[src/rtl/mfb_pkg.sv]
`default_nettype none
package mfb_pkg;

  localparam int IN_TDATA_W  = 144;
  localparam int OUT_TDATA_W = 8;
  localparam int POS_W       = 6;
  localparam int FRAME_LEN   = 41;
  localparam int CRC_SPAN    = 39;
  localparam int LAST_POS    = FRAME_LEN - 1;
  localparam int VALUE_FIRST = 15;
  localparam int VALUE_END   = 31;
  localparam int QUEUE_DEPTH = 2;
  localparam int QUEUE_PTR_W = (QUEUE_DEPTH > 1) ? $clog2(QUEUE_DEPTH) : 1;
  localparam int QUEUE_CNT_W = $clog2(QUEUE_DEPTH + 1);

  localparam logic [15:0] CRC_INIT = 16'hFFFF;
  localparam logic [15:0] CRC_POLY = 16'hA001;

  localparam logic [7:0] FUNC_WRITE_MULTI = 8'h10;
  localparam logic [7:0] REG_ADDR_LO      = 8'h58;
  localparam logic [7:0] REG_COUNT_LO     = 8'h10;
  localparam logic [7:0] BYTE_COUNT       = 8'h20;
  localparam logic [7:0] MODE_ABS         = 8'h01;
  localparam logic [7:0] MODE_REL         = 8'h02;
  localparam logic [7:0] CONST_A_HI       = 8'h03;
  localparam logic [7:0] CONST_A_LO       = 8'hE8;
  localparam logic [7:0] CONST_B_LO       = 8'h01;

  typedef struct packed {
    logic [7:0]       address;
    logic [7:0]       mode_code;
    logic [3:0][31:0] values;
  } cmd_t;

  function automatic logic [15:0] crc_byte(input logic [15:0] crc_in, input logic [7:0] b);
    logic [15:0] c;
    c = crc_in ^ {8'h00, b};
    for (int k = 0; k < 8; k++) begin
      if (c[0]) begin
        c = (c >> 1) ^ CRC_POLY;
      end else begin
        c = c >> 1;
      end
    end
    return c;
  endfunction

  function automatic logic [7:0] body_byte(input logic [POS_W-1:0] pos, input cmd_t cmd);
    logic [POS_W-1:0] rel;
    logic [31:0]      v;
    logic [7:0]       b;
    rel = pos - POS_W'(VALUE_FIRST);
    v   = cmd.values[rel[3:2]];
    case (rel[1:0])
      2'd0:    b = v[31:24];
      2'd1:    b = v[23:16];
      2'd2:    b = v[15:8];
      default: b = v[7:0];
    endcase
    case (pos)
      6'd0:    b = cmd.address;
      6'd1:    b = FUNC_WRITE_MULTI;
      6'd3:    b = REG_ADDR_LO;
      6'd5:    b = REG_COUNT_LO;
      6'd6:    b = BYTE_COUNT;
      6'd14:   b = cmd.mode_code;
      6'd33:   b = CONST_A_HI;
      6'd34:   b = CONST_A_LO;
      6'd38:   b = CONST_B_LO;
      default: begin
        if (!(pos >= POS_W'(VALUE_FIRST) && pos < POS_W'(VALUE_END))) begin
          b = 8'h00;
        end
      end
    endcase
    return b;
  endfunction

endpackage
`default_nettype wire

[src/rtl/mfb_front.sv]
`default_nettype none
module mfb_front (
  input  wire logic                             clk,
  input  wire logic                             rst,
  input  wire logic                             s_tvalid,
  output logic                                  s_tready,
  // slave_address[7:0], absolute_mode[8], target_position[40:9], top_speed[72:41],
  // start_slope[104:73], stop_slope[136:105], zero fill[143:137]
  input  wire logic [mfb_pkg::IN_TDATA_W-1:0]   s_tdata,
  output logic                                  push,
  output mfb_pkg::cmd_t                         push_cmd,
  input  wire logic                             queue_full
);

  logic          held_valid;
  mfb_pkg::cmd_t held_cmd;
  mfb_pkg::cmd_t cmd_next;

  assign push     = held_valid && !queue_full;
  assign s_tready = !held_valid || push;
  assign push_cmd = held_cmd;

  always_comb begin
    cmd_next.address   = s_tdata[7:0];
    cmd_next.mode_code = s_tdata[8] ? mfb_pkg::MODE_ABS : mfb_pkg::MODE_REL;
    cmd_next.values[0] = s_tdata[40:9];
    cmd_next.values[1] = s_tdata[72:41];
    cmd_next.values[2] = s_tdata[104:73];
    cmd_next.values[3] = s_tdata[136:105];
  end

  always_ff @(posedge clk) begin
    if (rst) begin
      held_valid <= 1'b0;
    end else if (s_tready) begin
      held_valid <= s_tvalid;
    end
  end

  always_ff @(posedge clk) begin
    if (s_tvalid && s_tready) begin
      held_cmd <= cmd_next;
    end
  end

endmodule
`default_nettype wire

[src/rtl/mfb_queue.sv]
`default_nettype none
module mfb_queue (
  input  wire logic          clk,
  input  wire logic          rst,
  input  wire logic          push,
  input  mfb_pkg::cmd_t      push_cmd,
  output logic               full,
  input  wire logic          pop,
  output logic               head_valid,
  output mfb_pkg::cmd_t      head_cmd
);

  mfb_pkg::cmd_t                       entries [mfb_pkg::QUEUE_DEPTH];
  logic [mfb_pkg::QUEUE_PTR_W-1:0]     wr_ptr;
  logic [mfb_pkg::QUEUE_PTR_W-1:0]     rd_ptr;
  logic [mfb_pkg::QUEUE_CNT_W-1:0]     count;
  logic                                do_push;
  logic                                do_pop;

  assign full       = count == mfb_pkg::QUEUE_CNT_W'(mfb_pkg::QUEUE_DEPTH);
  assign head_valid = count != '0;
  assign head_cmd   = entries[rd_ptr];
  assign do_push    = push && !full;
  assign do_pop     = pop && head_valid;

  function automatic logic [mfb_pkg::QUEUE_PTR_W-1:0] bump(
    input logic [mfb_pkg::QUEUE_PTR_W-1:0] p
  );
    if (p == mfb_pkg::QUEUE_PTR_W'(mfb_pkg::QUEUE_DEPTH - 1)) begin
      return '0;
    end
    return p + 1'b1;
  endfunction

  always_ff @(posedge clk) begin
    if (rst) begin
      wr_ptr <= '0;
      rd_ptr <= '0;
      count  <= '0;
    end else begin
      if (do_push) begin
        wr_ptr <= bump(wr_ptr);
      end
      if (do_pop) begin
        rd_ptr <= bump(rd_ptr);
      end
      if (do_push && !do_pop) begin
        count <= count + 1'b1;
      end else if (do_pop && !do_push) begin
        count <= count - 1'b1;
      end
    end
  end

  always_ff @(posedge clk) begin
    if (do_push) begin
      entries[wr_ptr] <= push_cmd;
    end
  end

endmodule
`default_nettype wire

[src/rtl/mfb_back.sv]
`default_nettype none
module mfb_back (
  input  wire logic                             clk,
  input  wire logic                             rst,
  input  wire logic                             head_valid,
  input  mfb_pkg::cmd_t                         head_cmd,
  output logic                                  pop,
  output logic                                  m_tvalid,
  input  wire logic                             m_tready,
  // frame_byte[7:0]
  output logic [mfb_pkg::OUT_TDATA_W-1:0]       m_tdata,
  output logic                                  m_tlast
);

  logic [mfb_pkg::POS_W-1:0] pos;
  logic [15:0]               crc;
  logic [7:0]                byte_cur;
  logic                      fire;
  logic                      at_last;

  assign fire    = head_valid && (!m_tvalid || m_tready);
  assign at_last = pos == mfb_pkg::POS_W'(mfb_pkg::LAST_POS);
  assign pop     = fire && at_last;

  always_comb begin
    if (pos < mfb_pkg::POS_W'(mfb_pkg::CRC_SPAN)) begin
      byte_cur = mfb_pkg::body_byte(pos, head_cmd);
    end else if (pos == mfb_pkg::POS_W'(mfb_pkg::CRC_SPAN)) begin
      byte_cur = crc[7:0];
    end else begin
      byte_cur = crc[15:8];
    end
  end

  always_ff @(posedge clk) begin
    if (rst) begin
      m_tvalid <= 1'b0;
      pos      <= '0;
      crc      <= mfb_pkg::CRC_INIT;
    end else begin
      if (fire) begin
        m_tvalid <= 1'b1;
        if (at_last) begin
          pos <= '0;
          crc <= mfb_pkg::CRC_INIT;
        end else begin
          pos <= pos + 1'b1;
          if (pos < mfb_pkg::POS_W'(mfb_pkg::CRC_SPAN)) begin
            crc <= mfb_pkg::crc_byte(crc, byte_cur);
          end
        end
      end else if (m_tready) begin
        m_tvalid <= 1'b0;
      end
    end
  end

  always_ff @(posedge clk) begin
    if (fire) begin
      m_tdata <= byte_cur;
      m_tlast <= at_last;
    end
  end

endmodule
`default_nettype wire

[src/rtl/modbus_rtu_motor_frame_builder.sv]
// A command passes through the front-end holding register and a queue entry before
// the back end registers its first frame byte. The back-end byte sequencer sends
// one frame byte per cycle unless m_tready stalls; queued frames follow without gaps.
// A two-entry command queue lets further commands transfer while a frame is sent.
// Reset (rst, synchronous, active high) empties the queue and output register.
`default_nettype none
module modbus_rtu_motor_frame_builder (
  input  wire logic                             clk,
  input  wire logic                             rst,
  input  wire logic                             s_tvalid,
  output logic                                  s_tready,
  // slave_address[7:0], absolute_mode[8], target_position[40:9], top_speed[72:41],
  // start_slope[104:73], stop_slope[136:105], zero fill[143:137]
  input  wire logic [mfb_pkg::IN_TDATA_W-1:0]   s_tdata,
  output logic                                  m_tvalid,
  input  wire logic                             m_tready,
  // frame_byte[7:0]
  output logic [mfb_pkg::OUT_TDATA_W-1:0]       m_tdata,
  output logic                                  m_tlast
);

  logic          push;
  mfb_pkg::cmd_t push_cmd;
  logic          queue_full;
  logic          pop;
  logic          head_valid;
  mfb_pkg::cmd_t head_cmd;

  mfb_front u_front (
    .clk        (clk),
    .rst        (rst),
    .s_tvalid   (s_tvalid),
    .s_tready   (s_tready),
    .s_tdata    (s_tdata),
    .push       (push),
    .push_cmd   (push_cmd),
    .queue_full (queue_full)
  );

  mfb_queue u_queue (
    .clk        (clk),
    .rst        (rst),
    .push       (push),
    .push_cmd   (push_cmd),
    .full       (queue_full),
    .pop        (pop),
    .head_valid (head_valid),
    .head_cmd   (head_cmd)
  );

  mfb_back u_back (
    .clk        (clk),
    .rst        (rst),
    .head_valid (head_valid),
    .head_cmd   (head_cmd),
    .pop        (pop),
    .m_tvalid   (m_tvalid),
    .m_tready   (m_tready),
    .m_tdata    (m_tdata),
    .m_tlast    (m_tlast)
  );

endmodule
`default_nettype wire

[config.mk]
export PLATFORM = sky130hd
export DESIGN_NAME = modbus_rtu_motor_frame_builder
export DESIGN_NICKNAME = d
export VERILOG_FILES = /design/src/rtl/mfb_pkg.sv /design/src/rtl/mfb_front.sv /design/src/rtl/mfb_queue.sv /design/src/rtl/mfb_back.sv /design/src/rtl/modbus_rtu_motor_frame_builder.sv
export SDC_FILE = /design/constraint.sdc
export NUM_CORES = 1
export LEC_CHECK = 0
export ABC_AREA = 1
export BUFFER_PORTS_ARGS = -buffer_cell sky130_fd_sc_hd__buf_2
export CAP_MARGIN = 20
export CORE_AREA = 4 4 250 179
export CTS_BUF_LIST = sky130_fd_sc_hd__clkbuf_8
export CTS_CLUSTER_DIAMETER = 120
export DETAILED_ROUTE_END_ITERATION = 8
export DIE_AREA = 0 0 254 183
export PLACE_DENSITY = 0.75
export SKIP_LAST_GASP = 1
export SLEW_MARGIN = 10
export SYNTH_ARGS = -nofsm -noshare
export SYNTH_HDL_FRONTEND = slang
export SYNTH_HIERARCHICAL = 1
export SYNTH_SLANG_ARGS = --single-unit
export TNS_END_PERCENT = 100
[constraint.sdc]
create_clock -name clk -period 8.1 [get_ports clk]
set_input_delay 0.81 -clock clk [delete_from_list [all_inputs] [get_ports clk]]
set_output_delay 0.81 -clock clk [all_outputs]
set_load 0.02 [all_outputs]
Yosys cells after proc, flatten, opt, wreduce, memory -nomap -nowiden. Memories as Yosys holds them, arrays and structs flattened. A register that Yosys moved wholly into a read port is not among the register bits. Index checks and enable logic that the tools add are counted.

Add/subtract/negate cells: 6. $lt $le $gt $ge: 4. Equality and inequality tests: 13. Muxes and demuxes: 65. Bitwise gates (word level): 9. Reductions and logical operators: 24.

Operators with widths (number): 16-bit 2-to-1 mux (38); 32-bit binary-select mux with 2-bit select (1); 8-bit case mux with 8 select lines (1); 32-bit 2-to-1 mux (1); 6-bit == test, second input constant (5); 8-bit 2-to-1 mux (3); 2-bit inverter with 3-bit output (8); 8-bit case mux with 3 select lines (1); 1-bit 2-to-1 mux (16); 16-bit by 8-bit bitwise XOR with 16-bit output (1); 6-bit by 3-bit == test with 1-bit output, second input constant (2); 1-bit logical AND (9); 2-bit nonzero test (4); 6-bit by 1-bit adder with 6-bit output, second input constant (1); 6-bit by 1-bit == test with 1-bit output, second input constant (1); 6-bit by 2-bit == test with 1-bit output, second input constant (1); 6-bit by 4-bit == test with 1-bit output, second input constant (1); 6-bit by 4-bit greater-or-equal comparator with 1-bit output, second input constant (1); 6-bit logical NOT (1); 6-bit by 5-bit less-than comparator with 1-bit output, second input constant (1); 6-bit less-than comparator, second input constant (1); 2-bit 2-to-1 mux (3); 6-bit 2-to-1 mux (1); 1-bit logical NOT (5); other kinds (11) (14).

Register bits: 181. Memory bits (writable): 288. Word-level logic and storage cells: 137. Memories kept: 1.

Memories: u_queue.entries (words 2, width 144, rd ports 1, clocked after memory_dff 1, write ports 1, RTL line mfb_queue.sv:13) `mfb_pkg::cmd_t entries [mfb_pkg::QUEUE_DEPTH];`.

Depth between registers and ports, before layout.
Depth in word-level cells: 54. Gate-level depth with buffers: 29. Gate-level depth less buffers: 27.

By module. The synthesis kept the hierarchy.

Modules (own cells, without submodules): mfb_queue (times used 1, cells an instance 485, area an instance 10865.4 um^2); mfb_front (times used 1, cells an instance 153, area an instance 4247.8 um^2); mfb_back (times used 1, cells an instance 642, area an instance 3719.8 um^2).

Worst setup path before layout. OpenSTA, ideal clock, no wires.

Path type: in2reg. Start: input port s_tvalid. End: register u_front.held_cmd (netlist bit u_front/push_cmd[0]), enable pin. Setup time: 0.680 ns. Data arrival time: 7.512 ns. Data required time: 7.420 ns. Path slack: -0.092 ns. Stages: 2. Buffers on the path: 0. Cells stage by stage: inv_1 > a21oi_1.

Cells in the longest elaborated chain, start to end: 1.

Ends and longest elaborated chain: start, declared (RTL line modbus_rtu_motor_frame_builder.sv:10) `input wire logic s_tvalid,`; 1-bit logical AND (RTL line mfb_front.sv:41) `if (s_tvalid && s_tready) begin`; end signal, assigned (RTL line mfb_front.sv:42) `held_cmd <= cmd_next;`; end, declared (RTL line mfb_front.sv:16) `mfb_pkg::cmd_t held_cmd;`.

Every way passes these cells. A chain may end at the register's enable or synchronous reset.

Worst setup path after layout.
Start: register u_back/pos[0] (netlist name). End: register u_back.crc[0].

Cells in the longest elaborated chain, start to end: 47. Elaborated cells on any way between the ends: 75.

Ends and longest elaborated chain: start, declared (RTL line mfb_back.sv:15) `logic [mfb_pkg::POS_W-1:0] pos;`; start signal, assigned (RTL line mfb_back.sv:47) `pos <= pos + 1'b1;`; 4-bit subtractor (RTL line mfb_pkg.sv:52) `rel = pos - POS_W'(VALUE_FIRST);`; 32-bit binary-select mux with 2-bit select (RTL line mfb_pkg.sv:53) `v = cmd.values[rel[3:2]];`; 32-bit 2-to-1 mux (implied by the code) (RTL line mfb_pkg.sv:53); 8-bit case mux with 3 select lines (RTL line mfb_pkg.sv:54) `case (rel[1:0])`; 8-bit 2-to-1 mux (RTL line mfb_pkg.sv:71) `if (!(pos >= POS_W'(VALUE_FIRST) && pos < POS_W'(VALUE_END))) begin`; 8-bit case mux with 8 select lines (RTL line mfb_pkg.sv:60) `case (pos)`; 8-bit 2-to-1 mux (RTL line mfb_back.sv:26) `if (pos < mfb_pkg::POS_W'(mfb_pkg::CRC_SPAN)) begin`; 16-bit by 8-bit bitwise XOR with 16-bit output (RTL line mfb_pkg.sv:37) `c = crc_in ^ {8'h00, b};`; [... 31 more ...]; 16-bit 2-to-1 mux (RTL line mfb_pkg.sv:39) `if (c[0]) begin`; 16-bit 2-to-1 mux (RTL line mfb_back.sv:48) `if (pos < mfb_pkg::POS_W'(mfb_pkg::CRC_SPAN)) begin`; 16-bit 2-to-1 mux (RTL line mfb_back.sv:43) `if (at_last) begin`; 16-bit 2-to-1 mux (RTL line mfb_back.sv:41) `if (fire) begin`; 16-bit 2-to-1 mux (RTL line mfb_back.sv:36) `if (rst) begin`; 16-bit 2-to-1 mux (RTL line mfb_pkg.sv:39); 16-bit 2-to-1 mux (RTL line mfb_back.sv:48); 16-bit 2-to-1 mux (RTL line mfb_back.sv:43); end signal, assigned (RTL line mfb_back.sv:39) `crc <= mfb_pkg::CRC_INIT;`; end signal, assigned (RTL line mfb_back.sv:45) `crc <= mfb_pkg::CRC_INIT;`; end signal, assigned (RTL line mfb_back.sv:49) `crc <= mfb_pkg::crc_byte(crc, byte_cur);`; end, declared (RTL line mfb_back.sv:16) `logic [15:0] crc;`.

Parallel ways exist; a longest one is shown, timed or not. The select of a mux whose other input is x is not followed.

==> flow_summary.toml <==
[sta]
slew_violations = 0
final_clock_skew_ns = 0.0292
time_the_worst_path_needs_with_i_o_delays_and_setup_ns = 4.16
fmax_ghz = 0.240
final-setup-viol-count = 0
total_negative_setup_slack_ns = 0
fin_crit_sh_pct = 51.4
grt_setup_unrepaired = "no"
worst_pin_slew_ns = 1.12
worst_slew_margin_rel_pct = 25.1
hold_violations = 0

[grt]
vias_in_the_first_global_route = 10600
globalRouteOverflowTotal = 0
grt_antenna_before_repair = 0
maximum_number_of_pins_on_one_net_before_global_route_repair = 145
grt_first_pass_wirelength_um = 61100
grt_usage_pct = 17.3

[synth]
area_of_the_mapped_netlist_mm2 = 0.0188
async_flop_share_pct = 0
synth.yosys.seq_area_share_pct = 72.4
synth-warning-count = 6
synth_cell_types = 43
synth_edf_count = 435
dominantRegCellSynth = "sky130_fd_sc_hd__edfxtp_1"
postSynthCellCount = 1280
synth_area_per_cell_um2 = 14.7
postSynthRegisterBits = 464

[clock_tree]
post_cts_buffers = 0
holdBufCountCts = 0
htreeDepth = 3
root_buffer = "sky130_fd_sc_hd__clkbuf_8"
tritoncts_clock_tree = "built"
cts_num_sinks = 464
clock_network_latency_to_the_later_pin_of_the_worst_skew_pair_ns = 0.62
ctsResizeCount = 0
cts_clock_pin_slew_for_the_worst_setup_and_hold_paths_ns = 0.06
clock_tree_buffer_depth = 3
numCtsBuffers = 75

[cells_and_area]
diodes = 0
design.final.nets = 1629
most_common_library_cell_in_the_layout_ignoring_fill_and_taps = "sky130_fd_sc_hd__edfxtp_1"
layout.core_utilization_pct = 50.9
final_cell_mix = "435 x sky130_fd_sc_hd__edfxtp_1, 245 x sky130_fd_sc_hd__nand2_1, 151 x sky130_fd_sc_hd__buf_2"
final_layout_size_suffix_gt1_share_pct = 29.2
flow.area_growth_from_synthesis_pct = 13.8

[critical_path]
reg2reg_from = "u_back/pos[0]"
cp_max_fo = 36
crit_arrival_ns = 4.67
required_worst_endpoint_ns = 8.61
worstSetupEndpointType = "flop"
worstSetupStartpointType = "flop"
crit_type = "reg2reg"
crit_start = "u_back/pos[0]"

[run_status]
status = "finished, final reports clean"

[floorplanning]
core.rowCount = 63
chipHeight_um = 183
die_area_mm2 = 0.0465
placeableCoreArea_mm2 = 0.0421
floorplan.initialDensity_pct = 44.7
horizontal_die_dimension_um = 254
top_level_ports = 159

[drt]
post-route-drc-count = 0
drt-total-wl_um = 40900
routedWlPerCell_um = 19.7
drtAntennaViolNets = 0
post_drt_via_cell_ratio = 5.13
dr_total_vias = 10700
dr.first_iter.drc_count = 1134
drtPass1Iterations = 5

[min_path]
hold_path_class = "in2reg"
worstHoldStart = "s_tdata[121]"

[placement]
globalplace.congestion = 0.886
dp.final_hpwl_um = 26100
port_buffers = 151

[power]
power_density_over_the_cells_mw_per_mm2 = 244
peakVddDrop_v = 0.000166
power_leakage_nw = 8.23

[flow_run]
drv.max_cap_violation_count = 0
critical path, stage by stage, from the launching register on:
cell and delay, ns:
sky130_fd_sc_hd__dfxtp_1 0.55, sky130_fd_sc_hd__ha_1 0.41, sky130_fd_sc_hd__nor2_1 0.12, sky130_fd_sc_hd__nor2_4 0.38, sky130_fd_sc_hd__buf_4 0.51, sky130_fd_sc_hd__nand2_1 0.12, sky130_fd_sc_hd__nand2_1 0.11, sky130_fd_sc_hd__nand2_1 0.12
sky130_fd_sc_hd__nand3_1 0.10, sky130_fd_sc_hd__nand2_1 0.05, sky130_fd_sc_hd__o21ai_1 0.17, sky130_fd_sc_hd__nand2_1 0.20, sky130_fd_sc_hd__nand2_2 0.12, sky130_fd_sc_hd__nand2_1 0.05, sky130_fd_sc_hd__nand2_1 0.11, sky130_fd_sc_hd__nand2_1 0.07
sky130_fd_sc_hd__nand2_1 0.11, sky130_fd_sc_hd__nand2_1 0.07, sky130_fd_sc_hd__nand3_2 0.10, sky130_fd_sc_hd__nand2_1 0.09, sky130_fd_sc_hd__nand2_2 0.08, sky130_fd_sc_hd__nand3_1 0.09, sky130_fd_sc_hd__nand3_1 0.10, sky130_fd_sc_hd__nand2_1 0.05
sky130_fd_sc_hd__nand2_1 0.05, sky130_fd_sc_hd__nand2_1 0.04
synthesized netlist by cell type, types with 2 or more instances:
library cell	n	share of area (%)
sky130_fd_sc_hd__mux2_4	60	4.8
sky130_fd_sc_hd__dfxtp_1	29	3.1
sky130_fd_sc_hd__nor3_2	3	0.16
sky130_fd_sc_hd__nand4_1	2	0.066
sky130_fd_sc_hd__nor2_2	3	0.10
sky130_fd_sc_hd__nand3_2	5	0.27
sky130_fd_sc_hd__o221ai_1	8	0.37
sky130_fd_sc_hd__o21ai_0	18	0.48
sky130_fd_sc_hd__clkbuf_1	6	0.12
sky130_fd_sc_hd__inv_2	5	0.10
sky130_fd_sc_hd__mux2_2	84	5.0
sky130_fd_sc_hd__nor2_1	64	1.3
sky130_fd_sc_hd__nand2_1	245	4.9
sky130_fd_sc_hd__o22ai_1	2	0.066
sky130_fd_sc_hd__o211ai_1	6	0.24
sky130_fd_sc_hd__clkinv_1	2	0.040
sky130_fd_sc_hd__a21oi_1	25	0.66
sky130_fd_sc_hd__buf_6	20	1.2
sky130_fd_sc_hd__buf_2	12	0.32
sky130_fd_sc_hd__nand2_4	4	0.24
sky130_fd_sc_hd__o21ai_2	2	0.093
sky130_fd_sc_hd__buf_4	11	0.44
sky130_fd_sc_hd__nand2_2	19	0.63
sky130_fd_sc_hd__edfxtp_1	435	69
sky130_fd_sc_hd__xor2_1	2	0.093
sky130_fd_sc_hd__ha_1	8	0.53
sky130_fd_sc_hd__o21ai_1	11	0.29
sky130_fd_sc_hd__nand3_1	95	2.5
sky130_fd_sc_hd__nor3_1	2	0.053
sky130_fd_sc_hd__nand3b_1	3	0.12
sky130_fd_sc_hd__a211oi_1	6	0.24
sky130_fd_sc_hd__a221oi_1	2	0.093
sky130_fd_sc_hd__inv_1	71	1.4
report_power, final:
part	switching (mW)	total, mW	internal, mW
Clock	0.869	1.88	1.01
Sequential	0.0572	2.84	2.78
Combinational	0.346	0.520	0.173
Total	1.27	5.24	3.96
metal layers:
metal  track usage, %  part of all wire (%)
met1             25.3                    46
met2             26.2                    45
met3             3.86                   6.2
met4             5.35                   2.2
met5                0                     0
through the flow:
stage                     instance area, um2  hold slack, ns  setup WS, ns  std cells  power (mW)
after CTS                              21400           0.304          3.99       2075        5.30
after detailed placement               20000           0.430          4.04       1947        3.40
after floorplan                        18900           0.421         0.766       1285        3.23
final                                  21400           0.362          3.94       2076        5.24
after global placement                 20000           0.424          4.14       1947        3.38
after global routing                   21400           0.305          3.56       2076        5.48
registers in the layout (all words and copies together) (netlist names), named ones only:
signal              count
u_front/held_valid      1
u_back/crc             16
u_queue/entries       288
u_queue/rd_ptr          1
u_queue/wr_ptr          1
u_queue/count           2
u_back/pos              6
u_back/m_tlast          1
u_back/m_tdata          8
u_back/m_tvalid         1
u_front/push_cmd      138
worst paths after layout:
path	to	slack, ns	depth (start not counted)
hold / removal	u_front/push_cmd[112]	0.36	1
hold reg to reg	u_queue/entries[0][80]	0.43	0
setup / recovery	u_back/crc[0]	3.94	25
setup reg to reg	u_back/crc[0]	3.94	25
final cells by class:
type,instances,area [um2]
clock buffer,77,1060
clock inverter,51,325
fill,3536,20700
inverter,79,299
multi-input combinational,692,4530
sequential,464,13600
tap,552,691
timing repair buffer,161,876
cells by family (layout without fill, tap and decap cells):
family | count (synthesis) | count (layout) | synth area share, %
xor gates and xnor gates | 3 | 3 | 0.239
other | 1 | 6 | 0.0199
AOI/OAI and AO/OA | 83 | 83 | 2.70
DFF | 464 | 464 | 72.4
muxes | 144 | 144 | 9.81
buffers and inverters | 129 | 368 | 3.74
and+or+nand+nor | 448 | 448 | 10.5
adders and majority gates | 8 | 8 | 0.532
(Power assumes the default switching activity.)
